File: src/rtl/tki_pkg.sv
package tki_pkg;

  // Fixed field widths
  localparam int VAL_W     = 32;
  localparam int IDX_W     = 16;
  localparam int SLOTNUM_W = 3;
  localparam int KCFG_W    = 4;
  localparam int APB_AW    = 3;
  localparam int APB_DW    = 32;

  // Defaults for the top level parameters
  localparam int              DEF_MAX_SLOTS  = 8;
  localparam longint unsigned DEF_MAX_LENGTH = 64'd65536;

  // Register map, indexed by paddr[2]
  localparam logic REG_SELECT_SMALLEST = 1'b0;
  localparam logic REG_SLOTS_IN_USE    = 1'b1;

  localparam logic              RST_SELECT_SMALLEST = 1'b0;
  localparam logic [KCFG_W-1:0] RST_SLOTS_IN_USE    = 4'd8;

  // Empty-slot values: most negative in max mode, most positive in min mode
  localparam logic signed [VAL_W-1:0] SENT_MAX_MODE = 32'sh8000_0000;
  localparam logic signed [VAL_W-1:0] SENT_MIN_MODE = 32'sh7FFF_FFFF;

  typedef struct packed {
    logic              select_smallest;
    logic [KCFG_W-1:0] slots_in_use;
    logic              wr_pulse;
  } cfg_t;

  typedef struct packed {
    logic rd_en;
    logic wr_en;
    logic clear;
  } store_cmd_t;

  typedef struct packed {
    logic             hit;
    logic [VAL_W-1:0] value;
    logic [IDX_W-1:0] index;
  } store_rsp_t;

endpackage

File: src/rtl/tki_cfg.sv
module tki_cfg
  import tki_pkg::*;
(
  input  logic              clk,
  input  logic              rst_n,
  input  logic              psel,
  input  logic              penable,
  input  logic              pwrite,
  input  logic [APB_AW-1:0] paddr,
  input  logic [APB_DW-1:0] pwdata,
  output logic [APB_DW-1:0] prdata,
  output logic              pready,
  output cfg_t              cfg
);

  logic              sel_r;
  logic [KCFG_W-1:0] slots_r;
  logic              wr;

  assign pready = 1'b1;
  assign wr     = psel && penable && pwrite;

  // register writes
  always_ff @(posedge clk) begin
    if (!rst_n) begin
      sel_r   <= RST_SELECT_SMALLEST;
      slots_r <= RST_SLOTS_IN_USE;
    end else if (wr) begin
      case (paddr[2])
        REG_SELECT_SMALLEST: sel_r   <= pwdata[0];
        REG_SLOTS_IN_USE:    slots_r <= pwdata[KCFG_W-1:0];
        default:             sel_r   <= sel_r;
      endcase
    end
  end

  // read back
  always_comb begin
    case (paddr[2])
      REG_SELECT_SMALLEST: prdata = {{(APB_DW-1){1'b0}}, sel_r};
      REG_SLOTS_IN_USE:    prdata = {{(APB_DW-KCFG_W){1'b0}}, slots_r};
      default:             prdata = '0;
    endcase
  end

  assign cfg.select_smallest = sel_r;
  assign cfg.slots_in_use    = slots_r;
  assign cfg.wr_pulse        = wr;

endmodule

File: src/rtl/tki_slot_store.sv
module tki_slot_store
  import tki_pkg::*;
#(
  parameter int MAX_SLOTS = DEF_MAX_SLOTS,
  parameter int SA_W      = 3
) (
  input  logic             clk,
  input  logic             rst_n,
  input  store_cmd_t       cmd,
  input  logic [SA_W-1:0]  rd_addr,
  input  logic [SA_W-1:0]  wr_addr,
  input  logic [VAL_W-1:0] wr_value,
  input  logic [IDX_W-1:0] wr_index,
  output store_rsp_t       rsp
);

  logic [VAL_W+IDX_W-1:0] mem [MAX_SLOTS];
  logic [MAX_SLOTS-1:0]   valid_r;
  logic [VAL_W+IDX_W-1:0] rdata_r;
  logic                   hit_r;

  // slot memory, one write port
  always_ff @(posedge clk) begin
    if (cmd.wr_en) begin
      mem[wr_addr] <= {wr_value, wr_index};
    end
  end

  // valid bits: an unwritten slot reads as empty
  always_ff @(posedge clk) begin
    if (!rst_n || cmd.clear) begin
      valid_r <= '0;
    end else if (cmd.wr_en) begin
      valid_r[wr_addr] <= 1'b1;
    end
  end

  // registered read port
  always_ff @(posedge clk) begin
    if (!rst_n) begin
      hit_r <= 1'b0;
    end else if (cmd.rd_en) begin
      hit_r <= valid_r[rd_addr];
    end
  end

  always_ff @(posedge clk) begin
    if (cmd.rd_en) begin
      rdata_r <= mem[rd_addr];
    end
  end

  assign rsp.hit   = hit_r;
  assign rsp.value = rdata_r[VAL_W+IDX_W-1:IDX_W];
  assign rsp.index = rdata_r[IDX_W-1:0];

endmodule

File: src/rtl/tki_ctrl.sv
module tki_ctrl
  import tki_pkg::*;
#(
  parameter int              MAX_SLOTS  = DEF_MAX_SLOTS,
  parameter longint unsigned MAX_LENGTH = DEF_MAX_LENGTH,
  parameter int              SA_W       = 3
) (
  input  logic                     clk,
  input  logic                     rst_n,
  input  cfg_t                     cfg,
  input  logic                     start,
  output logic                     busy,
  input  logic signed [VAL_W-1:0]  in_sample_value,
  input  logic                     in_end_of_vector,
  output store_cmd_t               cmd,
  output logic [SA_W-1:0]          rd_addr,
  output logic [SA_W-1:0]          wr_addr,
  output logic [VAL_W-1:0]         wr_value,
  output logic [IDX_W-1:0]         wr_index,
  input  store_rsp_t               rsp,
  output logic                     out_valid,
  output logic [SLOTNUM_W-1:0]     out_slot_number,
  output logic [IDX_W-1:0]         out_element_index,
  output logic                     out_final_result
);

  localparam int CW    = (SA_W > KCFG_W) ? SA_W : KCFG_W;
  localparam int CNT_W = $clog2(MAX_LENGTH);

  typedef enum logic [2:0] {ST_IDLE, ST_SCAN, ST_WRITE, ST_EMIT, ST_DRAIN} state_t;

  state_t                  state_r, state_nxt;
  logic [CW-1:0]           cnt_r;
  logic                    rsp_vld_r;
  logic [CW-1:0]           rsp_slot_r;
  logic signed [VAL_W-1:0] best_val_r;
  logic [SA_W-1:0]         best_slot_r;
  logic signed [VAL_W-1:0] sample_r;
  logic                    last_r;
  logic [IDX_W-1:0]        idx_r;
  logic [CNT_W-1:0]        elem_cnt_r;
  logic                    full_r;

  logic [KCFG_W-1:0]       k_eff;
  logic [CW-1:0]           kx;
  logic signed [VAL_W-1:0] sentinel;
  logic signed [VAL_W-1:0] rv;
  logic                    weaker;
  logic                    replace;
  logic [63:0]             cnt_ext;

  // active slot count, clamped to 1..MAX_SLOTS
  always_comb begin
    if (cfg.slots_in_use == '0) begin
      k_eff = KCFG_W'(1);
    end else if (32'(cfg.slots_in_use) > MAX_SLOTS) begin
      k_eff = KCFG_W'(MAX_SLOTS);
    end else begin
      k_eff = cfg.slots_in_use;
    end
  end
  assign kx = CW'(k_eff);

  assign sentinel = cfg.select_smallest ? SENT_MIN_MODE : SENT_MAX_MODE;
  assign rv       = rsp.hit ? $signed(rsp.value) : sentinel;
  assign weaker   = cfg.select_smallest ? (rv > best_val_r) : (rv < best_val_r);
  assign replace  = cfg.select_smallest ? (sample_r <= best_val_r) : (sample_r >= best_val_r);
  assign cnt_ext  = 64'(elem_cnt_r);

  // store commands
  always_comb begin
    cmd.rd_en = ((state_r == ST_SCAN) || (state_r == ST_EMIT)) && (cnt_r < kx);
    cmd.wr_en = (state_r == ST_WRITE) && replace;
    cmd.clear = (state_r == ST_DRAIN) || cfg.wr_pulse;
  end
  assign rd_addr  = cnt_r[SA_W-1:0];
  assign wr_addr  = best_slot_r;
  assign wr_value = sample_r;
  assign wr_index = idx_r;

  // next state
  always_comb begin
    state_nxt = state_r;
    case (state_r)
      ST_IDLE: begin
        if (start) begin
          if (!full_r)               state_nxt = ST_SCAN;
          else if (in_end_of_vector) state_nxt = ST_EMIT;
        end
      end
      ST_SCAN: begin
        if (rsp_vld_r && (rsp_slot_r == kx - CW'(1))) state_nxt = ST_WRITE;
      end
      ST_WRITE: state_nxt = last_r ? ST_EMIT : ST_IDLE;
      ST_EMIT: begin
        if (cnt_r == kx - CW'(1)) state_nxt = ST_DRAIN;
      end
      ST_DRAIN: state_nxt = ST_IDLE;
      default:  state_nxt = ST_IDLE;
    endcase
  end

  // sequencer registers
  always_ff @(posedge clk) begin
    if (!rst_n) begin
      state_r    <= ST_IDLE;
      cnt_r      <= '0;
      rsp_vld_r  <= 1'b0;
      rsp_slot_r <= '0;
      elem_cnt_r <= '0;
      full_r     <= 1'b0;
    end else begin
      state_r    <= state_nxt;
      rsp_vld_r  <= cmd.rd_en;
      rsp_slot_r <= cnt_r;
      if (cmd.rd_en) begin
        cnt_r <= cnt_r + CW'(1);
      end else if (state_r == ST_IDLE || state_r == ST_WRITE) begin
        cnt_r <= '0;
      end
      if (state_r == ST_IDLE && start && !full_r) begin
        elem_cnt_r <= elem_cnt_r + CNT_W'(1);
        if (elem_cnt_r == CNT_W'(MAX_LENGTH - 64'd1)) full_r <= 1'b1;
      end
      // end of vector or register write restarts the count
      if (cmd.clear) begin
        elem_cnt_r <= '0;
        full_r     <= 1'b0;
      end
    end
  end

  // beat capture and running weakest slot
  always_ff @(posedge clk) begin
    if (state_r == ST_IDLE && start) begin
      sample_r <= in_sample_value;
      last_r   <= in_end_of_vector;
      idx_r    <= cnt_ext[IDX_W-1:0];
    end
    if (state_r == ST_SCAN && rsp_vld_r && ((rsp_slot_r == '0) || weaker)) begin
      best_val_r  <= rv;
      best_slot_r <= rsp_slot_r[SA_W-1:0];
    end
  end

  assign busy              = (state_r != ST_IDLE);
  assign out_valid         = rsp_vld_r && ((state_r == ST_EMIT) || (state_r == ST_DRAIN));
  assign out_slot_number   = rsp_slot_r[SLOTNUM_W-1:0];
  assign out_element_index = rsp.hit ? rsp.index : '0;
  assign out_final_result  = (rsp_slot_r == kx - CW'(1));

endmodule

File: src/rtl/streaming_top_k_index_select_top.sv
// Streaming top-k index selection.
// Elements of a vector arrive one beat at a time on in_sample_value (signed
// Q16.16) with in_end_of_vector on the last one. A beat is taken when start
// is high and busy is low. The block keeps the k largest (or, with
// select_smallest set, the k smallest) elements in a small slot memory and,
// on the last element, emits k result beats in slot order: out_valid is high
// for one cycle per beat, carrying slot number, element index and
// out_final_result on the last beat. The receiver cannot stall; results go
// out on consecutive cycles.
// Per element, busy covers a scan of the slot memory (one read per slot
// through its single read port), then one compare and write-back; the next
// beat is taken only once the block is idle again, so a new element cannot
// go in before the last one is written back. After the last element, all
// active slots are read out in slot order. Once the index range is used up,
// further elements are dropped without a scan.
// Configuration goes through the APB port (select_smallest at 0, slots_in_use
// at 4); any write empties the slots and restarts the vector. Reset restores
// max mode with eight slots, all empty; emptying is by valid bits, at once.
module streaming_top_k_index_select_top
  import tki_pkg::*;
#(
  parameter int              MAX_SLOTS  = DEF_MAX_SLOTS,
  parameter longint unsigned MAX_LENGTH = DEF_MAX_LENGTH
) (
  input  logic                    clk,
  input  logic                    rst_n,
  input  logic                    psel,
  input  logic                    penable,
  input  logic                    pwrite,
  input  logic [APB_AW-1:0]       paddr,
  input  logic [APB_DW-1:0]       pwdata,
  output logic [APB_DW-1:0]       prdata,
  output logic                    pready,
  input  logic                    start,
  output logic                    busy,
  input  logic signed [VAL_W-1:0] in_sample_value,
  input  logic                    in_end_of_vector,
  output logic                    out_valid,
  output logic [SLOTNUM_W-1:0]    out_slot_number,
  output logic [IDX_W-1:0]        out_element_index,
  output logic                    out_final_result
);

  localparam int SA_W = (MAX_SLOTS > 1) ? $clog2(MAX_SLOTS) : 1;

  cfg_t             cfg;
  store_cmd_t       cmd;
  store_rsp_t       rsp;
  logic [SA_W-1:0]  rd_addr;
  logic [SA_W-1:0]  wr_addr;
  logic [VAL_W-1:0] wr_value;
  logic [IDX_W-1:0] wr_index;

  tki_cfg u_cfg (
    .clk     (clk),
    .rst_n   (rst_n),
    .psel    (psel),
    .penable (penable),
    .pwrite  (pwrite),
    .paddr   (paddr),
    .pwdata  (pwdata),
    .prdata  (prdata),
    .pready  (pready),
    .cfg     (cfg)
  );

  tki_slot_store #(
    .MAX_SLOTS (MAX_SLOTS),
    .SA_W      (SA_W)
  ) u_store (
    .clk      (clk),
    .rst_n    (rst_n),
    .cmd      (cmd),
    .rd_addr  (rd_addr),
    .wr_addr  (wr_addr),
    .wr_value (wr_value),
    .wr_index (wr_index),
    .rsp      (rsp)
  );

  tki_ctrl #(
    .MAX_SLOTS  (MAX_SLOTS),
    .MAX_LENGTH (MAX_LENGTH),
    .SA_W       (SA_W)
  ) u_ctrl (
    .clk               (clk),
    .rst_n             (rst_n),
    .cfg               (cfg),
    .start             (start),
    .busy              (busy),
    .in_sample_value   (in_sample_value),
    .in_end_of_vector  (in_end_of_vector),
    .cmd               (cmd),
    .rd_addr           (rd_addr),
    .wr_addr           (wr_addr),
    .wr_value          (wr_value),
    .wr_index          (wr_index),
    .rsp               (rsp),
    .out_valid         (out_valid),
    .out_slot_number   (out_slot_number),
    .out_element_index (out_element_index),
    .out_final_result  (out_final_result)
  );

  // results only come out while the block is busy
  a_out_busy: assert property (@(posedge clk) disable iff (!rst_n)
    out_valid |-> busy)
    else $error("result beat while idle");

  // a run starts at slot zero
  a_run_start: assert property (@(posedge clk) disable iff (!rst_n)
    $rose(out_valid) |-> (out_slot_number == '0))
    else $error("result run does not start at slot zero");

  // a run is contiguous up to its final beat
  a_run_gapless: assert property (@(posedge clk) disable iff (!rst_n)
    out_valid && !out_final_result |=> out_valid)
    else $error("gap inside result run");

  // nothing follows the final beat directly
  a_run_end: assert property (@(posedge clk) disable iff (!rst_n)
    out_valid && out_final_result |=> !out_valid)
    else $error("beat after final result");

endmodule
File: config.mk
export PLATFORM = sky130hd
export DESIGN_NAME = streaming_top_k_index_select_top
export DESIGN_NICKNAME = d
export VERILOG_FILES = /design/src/rtl/tki_pkg.sv /design/src/rtl/tki_cfg.sv /design/src/rtl/tki_slot_store.sv /design/src/rtl/tki_ctrl.sv /design/src/rtl/streaming_top_k_index_select_top.sv
export SDC_FILE = /design/constraint.sdc
export NUM_CORES = 1
export LEC_CHECK = 0
export BUFFER_PORTS_ARGS = -buffer_cell sky130_fd_sc_hd__buf_2
export CAP_MARGIN = 10
export CORE_UTILIZATION = 40
export DETAILED_ROUTE_END_ITERATION = 6
export PLACE_DENSITY = 0.66
export RECOVER_POWER = 25
export SETUP_SLACK_MARGIN = 0.05
export SYNTH_ARGS = -nofsm -noshare
export SYNTH_HDL_FRONTEND = slang
export SYNTH_SLANG_ARGS = --single-unit
File: constraint.sdc
create_clock -name clk -period 13 [get_ports clk]
set_input_delay 2.6 -clock clk [delete_from_list [all_inputs] [get_ports clk]]
set_output_delay 2.6 -clock clk [all_outputs]
set_load 0.01 [all_outputs]
==> summary.log, run 1 <==
[detailed_routing] 1st-pass router iterations 5
[power] post-layout power 0.00384 W
[synthesis] cell count after synthesis 1,279
[synthesis] number of enable flip-flop cells after synthesis 516
[clock_network] clock tree from TritonCTS done
[synthesis] Yosys cell types 57
[layout] share of post-route cells with drive strength above 1 0.241
[power] Static Leakage 8.81 nW
[synthesis] synthesized area 0.0227 sq mm
[detailed_routing] total length of routed wires 46,700 um
[global_routing] first-pass GRT wire length 71,500 um
[critical_path] Setup CP Type input port to output port
[hold_path] Hold Path End u_store.valid_r[7]
[sta] fin crit period 5820 ps
[floorplanning] Core Area 0.0556 sq mm
[synthesis] total of warnings raised by yosys 0
[critical_path] Worst Setup Start Kind input port
[synthesis] Seq cells post-synth 559
[clock_network] number of buffers inserted during clock tree synthesis 55
[placement] global placement routability congestion 0.836
[sta] maximum clock frequency 172 MHz
[clock_network] number of gates resized after CTS 0
[sta] share of the clock period used by the worst path after layout 0.447
[run] Max Cap Violations 0
[clock_network] number of setup buffers added after CTS 0
[hold_path] worst min-delay path category flip-flop to flip-flop
[critical_path] end of the worst register-to-register path u_store.mem[6][27]
[layout] Area Overhead vs Synth 13.1%
[clock_network] number of H-tree branching levels 2
[floorplanning] row cnt 86
[power] Peak VDD IR 0.101 mV
[global_routing] pin count of the biggest net entering global routing 54
[placement] detailed-placement wirelength estimate 26,600 um
[critical_path] Worst path slowest cell sky130_fd_sc_hd__mux2_2
[synthesis] async set-reset flop share out of synthesis 0
[sta] max-slew headroom at the worst pin 0.287
[sta] sum of negative setup slack 0 ps
[critical_path] Worst EP required 10,400 ps
[detailed_routing] post-route DRC violation count 0
[critical_path] startpoint of the worst register-to-register path u_ctrl.wr_value[7]
[sta] hold violation count in the final report 0
[critical_path] endpoint type of the worst setup path output port
[critical_path] largest delay contributor family on the critical path multiplexers
[critical_path] Crit path largest cell delay 340 ps
[critical_path] worst-path fanout max 7
[detailed_routing] ANT nets after route 0
[sta] final slew viol count 0
[layout] area of all sequential standard cells 0.0164 sq mm
[sta] transition time at the pin with the least slew margin 1070 ps
[synthesis] Most used DFF post-synth sky130_fd_sc_hd__edfxtp_1
[clock_network] # hold bufs at CTS 0
[synthesis] mean instance size in the synthesized netlist 17.8 sq um
[placement] IO Port Bufs 69
[floorplanning] initial standard-cell utilization of the core 0.408
[detailed_routing] via count of the routed design 11,333
[synthesis] portion of the post-synthesis area used by sequential elements 0.720
[floorplanning] width of the die 240 um
[critical_path] critical path arrival 3220 ps
[sta] number of setup violations in the final report 0
[hold_path] launch instance of the worst min-delay path u_store.valid_r[7]
[layout] area taken by multi-input logic gates 0.00595 sq mm
[floorplanning] height of the die 240 um
[detailed_routing] via count normalized by instance count 5.22
[floorplanning] DIE AREA 0.0577 sq mm
[critical_path] CP Buf/Inv Count 2
[global_routing] overall global routing resource usage 0.167
[critical_path] worst-path cell chain buf_2 -> mux2_2 -> buf_2
[critical_path] worst reg-to-reg setup slack 8300 ps
[clock_network] buffer cell driving the clock tree root sky130_fd_sc_hd__clkbuf_16
[global_routing] global route total overflow 0
[layout] final layout net count 1,521
[power] power density over the cells 150 mW/mm^2
[clock_network] clock tree buffer depth 3
[sta] setup clock skew after layout 10.2 ps
[clock_network] clock edge transition at the registers on the reported setup and hold paths 70 ps
[clock_network] clock insertion delay at the later pin of the skew report 590 ps
[critical_path] number of cells on the worst reg-to-reg path 9
[critical_path] most used cell along the critical path sky130_fd_sc_hd__buf_2
[detailed_routing] initial DRC count 826
[global_routing] antenna violations before repair 0
[global_routing] vias in the first global route 11,688
[sta] RSZ-0062 raised after global routing no
[detailed_routing] average routed wire per standard cell 21.5 um
[floorplanning] Boundary Pins 129
[hold_path] hold-critical path depth 2
[clock_network] Sink Count 559
[run_status] status finished clean
[layout] FILL cells 4,722
[layout] diodes inserted 0
[cells by family after synthesis]
group                      Yosys count  share of synthesized area
AOI/OAI and AO/OA                   88                     0.0237
adders and majority gates           71                     0.0391
muxes                              155                      0.125
other                                2                   0.000331
DFF                                559                      0.720
and+or+nand+nor                    262                     0.0579
xor gates and xnor gates            21                    0.00810
buffers and inverters              121                     0.0259
[worst max-delay path by stage]
stage,start,to,slack (ps),cells after the start
after floorplan,u_ctrl.wr_value[31],u_store.mem[5][0],2820,8
after global placement,paddr[2],prdata[0],7200,3
after detailed placement,paddr[2],prdata[0],7190,3
after CTS,paddr[2],prdata[0],7190,3
after global routing,paddr[2],prdata[0],7160,3
final,paddr[2],prdata[0],7180,3
[registers in the layout (all words and copies together) (netlist names)]
register,flops
u_store.mem,384
u_ctrl.full_r,1
u_ctrl.elem_cnt_r,16
u_ctrl.wr_value,32
u_ctrl.rsp_slot_r,4
u_ctrl.best_val_r,32
u_store.valid_r,8
u_ctrl.rsp_vld_r,1
u_ctrl.state_r,3
u_ctrl.wr_index,16
u_ctrl.wr_addr,3
u_store.hit_r,1
u_store.rdata_r,48
u_cfg.sel_r,1
u_ctrl.cnt_r,4
u_cfg.slots_r,4
u_ctrl.last_r,1
[placed cells by master, fill, tap and decap left out, drive strengths merged, types with 6 or more instances in the layout]
master,netlist,layout
xnor2,7,7
or3,6,6
dfxtp,43,43
o21ai,23,23
and3,10,10
clkinv,0,32
mux4,98,98
a21oi,33,33
nand4,19,19
nor3,9,9
and2,25,25
buf,54,88
mux2,49,49
mux2i,8,8
xor2,14,14
clkbuf,21,61
nor4,7,7
edfxtp,516,516
nor2,41,41
nand2b,10,10
ha,71,71
nand2,100,100
nand3,17,17
inv,46,46
conb,2,29
[synth_stat cells, types with 3 or more instances]
master | count | share of area
sky130_fd_sc_hd__a211oi_1 | 5 | 0.0017
sky130_fd_sc_hd__or3_1 | 5 | 0.0014
sky130_fd_sc_hd__nand4_1 | 18 | 0.0050
sky130_fd_sc_hd__nor3_1 | 8 | 0.0018
sky130_fd_sc_hd__nand3_1 | 17 | 0.0037
sky130_fd_sc_hd__mux2_2 | 49 | 0.024
sky130_fd_sc_hd__buf_1 | 16 | 0.0026
sky130_fd_sc_hd__edfxtp_1 | 516 | 0.68
sky130_fd_sc_hd__inv_1 | 46 | 0.0076
sky130_fd_sc_hd__nor2b_1 | 5 | 0.0014
sky130_fd_sc_hd__a31oi_1 | 4 | 0.0011
sky130_fd_sc_hd__a221oi_1 | 3 | 0.0012
sky130_fd_sc_hd__and3_1 | 10 | 0.0028
sky130_fd_sc_hd__and4_1 | 3 | 0.0012
sky130_fd_sc_hd__buf_2 | 5 | 0.0011
sky130_fd_sc_hd__ha_1 | 71 | 0.039
sky130_fd_sc_hd__mux4_2 | 98 | 0.097
sky130_fd_sc_hd__o21ai_1 | 4 | 0.00088
sky130_fd_sc_hd__nand2_1 | 100 | 0.017
sky130_fd_sc_hd__nor4_1 | 7 | 0.0019
sky130_fd_sc_hd__mux2i_1 | 8 | 0.0035
sky130_fd_sc_hd__o21ai_0 | 19 | 0.0042
sky130_fd_sc_hd__nand2b_1 | 10 | 0.0028
sky130_fd_sc_hd__a41oi_1 | 3 | 0.0012
sky130_fd_sc_hd__xnor2_1 | 7 | 0.0027
sky130_fd_sc_hd__xor2_1 | 14 | 0.0054
sky130_fd_sc_hd__and2_1 | 25 | 0.0069
sky130_fd_sc_hd__nor2_1 | 41 | 0.0068
sky130_fd_sc_hd__buf_4 | 32 | 0.011
sky130_fd_sc_hd__clkbuf_1 | 21 | 0.0035
sky130_fd_sc_hd__a21oi_1 | 33 | 0.0073
sky130_fd_sc_hd__dfxtp_1 | 43 | 0.038
sky130_fd_sc_hd__o211ai_1 | 5 | 0.0017
[power breakdown]
group / switching, W / internal, W / leakage, nW
Sequential: 0.0000499 / 0.00203 / 5.05
Combinational: 0.000127 / 0.0000920 / 2.89
Clock: 0.000665 / 0.000882 / 0.868
Total: 0.000842 / 0.00300 / 8.81
[final cells by class]
cell class | count | area share
Tap cell | 748 | 0.0364
Clock inverter | 41 | 0.0124
Multi-Input combinational cell | 626 | 0.232
Clock buffer | 61 | 0.0565
Sequential cell | 559 | 0.637
Inverter | 46 | 0.00672
Timing Repair Buffer | 88 | 0.0190
[per-layer routing]
metal / GRT usage / vias up / part of all wire
li1: - / 5153 / -
met1: 0.227 / 5867 / 0.45
met2: 0.276 / 227 / 0.49
met3: 0.0223 / 86 / 0.039
met4: 0.0558 / 0 / 0.027
met5: 0 / - / 0
[worst register-to-register path, delay by kind of cell, from the launching register on]
family                     cells  cell delay, ps
DFF                            1             520
AOI/OAI and AO/OA              3             930
and+or+nand+nor                4            1950
buffers and inverters          1             550
adders and majority gates      1             370
[through the flow]
step / area [sq um] / setup slack (ps) / hold WS, ps / std cells / utilization
floorplan: 22800 / 2820 / 420 / 1306 / -
global placement: 23900 / 7200 / 432 / 2067 / 0.430
detailed placement: 23900 / 7190 / 443 / 2067 / 0.430
CTS: 25700 / 7190 / 453 / 2169 / 0.462
global route: 25700 / 7160 / 466 / 2169 / 0.462
finish: 25700 / 7180 / 452 / 2169 / 0.462
No activity file was read; power rests on OpenSTA's default activity.
==> run 2: changes to the inputs <==
- PLACE_DENSITY: 0.66 -> 0.68
- clock period: 13 -> 5.33 ns (I/O delays scaled with it)
==> run 2 against run 1 <==
Critical endpoint is now u_ctrl.best_val_r[10]. Clock-buffer cell count increased by 14. Clock skew increased by 25 ps. Via count decreased by 0.74%. Sequential share of layout area decreased by 0.53 points. Register-to-register slack got worse by 7200 ps. Power increased to 2.5 times the previous value. Utilization increased by 0.39 points. Cell area increased by 0.84%. Combinational power increased by 140%.
==> summary.log, run 2 (synthesis gave the netlist of run 1 again) <==
[detailed_routing] total length of routed wires 45,600 um
[layout] final standard cell utilization of the core 0.466
[clock_network] # hold bufs at CTS 0
[layout] register with the most flip-flops u_store.mem
[layout] final layout net count 1,522
[layout] commonest non-fill, non-tap cells in the layout 516 x sky130_fd_sc_hd__edfxtp_1, 100 x sky130_fd_sc_hd__nand2_1, 98 x sky130_fd_sc_hd__mux4_2
[clock_network] buffer cell driving the clock tree root sky130_fd_sc_hd__clkbuf_16
[floorplanning] initial standard-cell utilization of the core 0.408
[critical_path] endpoint type of the worst setup path flip-flop
[clock_network] number of buffers inserted during clock tree synthesis 55
[placement] IO Port Bufs 69
[power] Static Leakage 8.88 nW
[detailed_routing] ANT nets after route 0
[sta] final slew viol count 0
[floorplanning] Boundary Pins 129
[global_routing] global route total overflow 0
[clock_network] clock tree buffer depth 3
[sta] transition time at the pin with the least slew margin 991 ps
[floorplanning] Core Area 0.0556 sq mm
[sta] hold violation count in the final report 0
[sta] RSZ-0062 raised after global routing no
[detailed_routing] 1st-pass router iterations 5
[layout] most frequent standard cell in the layout excluding fill and tap cells sky130_fd_sc_hd__edfxtp_1
[critical_path] worst-path cell chain nand2b_1 -> buf_4 -> nand2_1 -> ha_1 -> nand4_1 -> nor2_1 -> a221o_1 -> o31ai_1 -> a21oi_1 -> or2_2 -> a211oi_4 -> buf_4
[power] Peak VDD IR 0.278 mV
[floorplanning] height of the die 240 um
[detailed_routing] initial DRC count 894
[run] Max Cap Violations 0
[critical_path] Worst Setup Start Kind flip-flop
[critical_path] Worst path slowest cell sky130_fd_sc_hd__buf_4
[clock_network] Sink Count 559
[placement] Placed Cells 2,068
[detailed_routing] via count of the routed design 11,249
[clock_network] clock tree from TritonCTS done
[run_status] status finished clean
[placement] global placement routability congestion 0.850
[hold_path] worst min-delay path category flip-flop to flip-flop
[sta] number of setup violations in the final report 0
[floorplanning] DIE AREA 0.0577 sq mm
[sta] max-slew headroom at the worst pin 0.339
[sta] maximum clock frequency 236 MHz
[layout] largest registers u_store.mem (384), u_store.rdata_r (48)
[clock_network] clock insertion delay at the later pin of the skew report 620 ps
[global_routing] overall global routing resource usage 0.162
[global_routing] first-pass GRT wire length 69,600 um
[clock_network] clock edge transition at the registers on the reported setup and hold paths 60 ps
[global_routing] vias in the first global route 11,712
[critical_path] Worst EP required 5560 ps
[layout] diodes inserted 0
[detailed_routing] average routed wire per standard cell 21.0 um
[layout] Area Overhead vs Synth 14.0%
[clock_network] number of H-tree branching levels 2
[sta] sum of negative setup slack 0 ps
[critical_path] most used cell along the critical path sky130_fd_sc_hd__buf_4
[placement] detailed-placement wirelength estimate 26,000 um
[floorplanning] width of the die 240 um
[detailed_routing] via count normalized by instance count 5.18
[critical_path] Setup CP Type flip-flop to flip-flop
[clock_network] number of gates resized after CTS 0
[global_routing] pin count of the biggest net entering global routing 54
[sta] share of the clock period used by the worst path after layout 0.795
[critical_path] critical path arrival 4470 ps
[layout] share of post-route cells with drive strength above 1 0.234
[floorplanning] row cnt 86
[clock_network] number of setup buffers added after CTS 0
[layout] final std cells w/o fill 2,172
[sta] fin crit period 4240 ps
[sta] setup clock skew after layout 34.9 ps
[layout] number of flip-flops under the largest register name 384
[power] power density over the cells 373 mW/mm^2
[critical_path] worst-path fanout max 32
[critical_path] Crit path largest cell delay 480 ps
[detailed_routing] post-route DRC violation count 0
[global_routing] antenna violations before repair 0
==> run 2: path summary, 6_finish.rpt <==
path                      startpoint                     to  slack (ps)  depth (start not counted)
setup / recovery         u_cfg.sel_r  u_ctrl.best_val_r[10]        1090                         12
hold / removal    u_store.valid_r[7]     u_store.valid_r[7]         450                          2
setup reg to reg         u_cfg.sel_r  u_ctrl.best_val_r[10]        1090                         12
hold reg to reg   u_store.valid_r[7]     u_store.valid_r[7]         450                          2
==> run 2: report_power, final <==
group | internal (W) | switching [W] | leakage (nW)
sequential | 0.00495 | 0.000126 | 5.05
clock | 0.00243 | 0.00163 | 0.944
combinational | 0.000225 | 0.000304 | 2.88
==> run 2: critical path, delay by kind of cell, from the launching register on <==
kind / cells / cell delay (ps)
and+or+nand+nor: 5 / 1060
buffers and inverters: 2 / 870
DFF: 1 / 390
adders and majority gates: 1 / 350
AOI/OAI and AO/OA: 4 / 1180
==> run 2: final cells by class <==
cell class / instances / area, sq um
Fill cell: 4627 / 29700
Sequential cell: 559 / 16400
Multi-Input combinational cell: 626 / 5970
Clock buffer: 75 / 1500
Tap cell: 748 / 936
Timing Repair Buffer: 89 / 533
Clock inverter: 29 / 419
Inverter: 46 / 173
==> run 2: stage by stage <==
stage / setup WS [ps] / cell area, sq um / hold slack, ps / total power, W
CTS: 1070 / 25900 / 454 / 0.00976
finish: 1090 / 25900 / 451 / 0.00966
global placement: 1090 / 24000 / 433 / 0.00568
floorplan: 580 / 22800 / 420 / 0.00551
global route: 859 / 25900 / 462 / 0.00998
detailed placement: 1100 / 24000 / 445 / 0.00570
==> run 2: per-layer routing <==
layer / vias up / track usage / part of all wire
met5: - / 0 / 0
met4: 0 / 0.0511 / 0.024
met3: 74 / 0.0250 / 0.046
met2: 244 / 0.275 / 0.50
met1: 5772 / 0.213 / 0.43
li1: 5159 / - / -
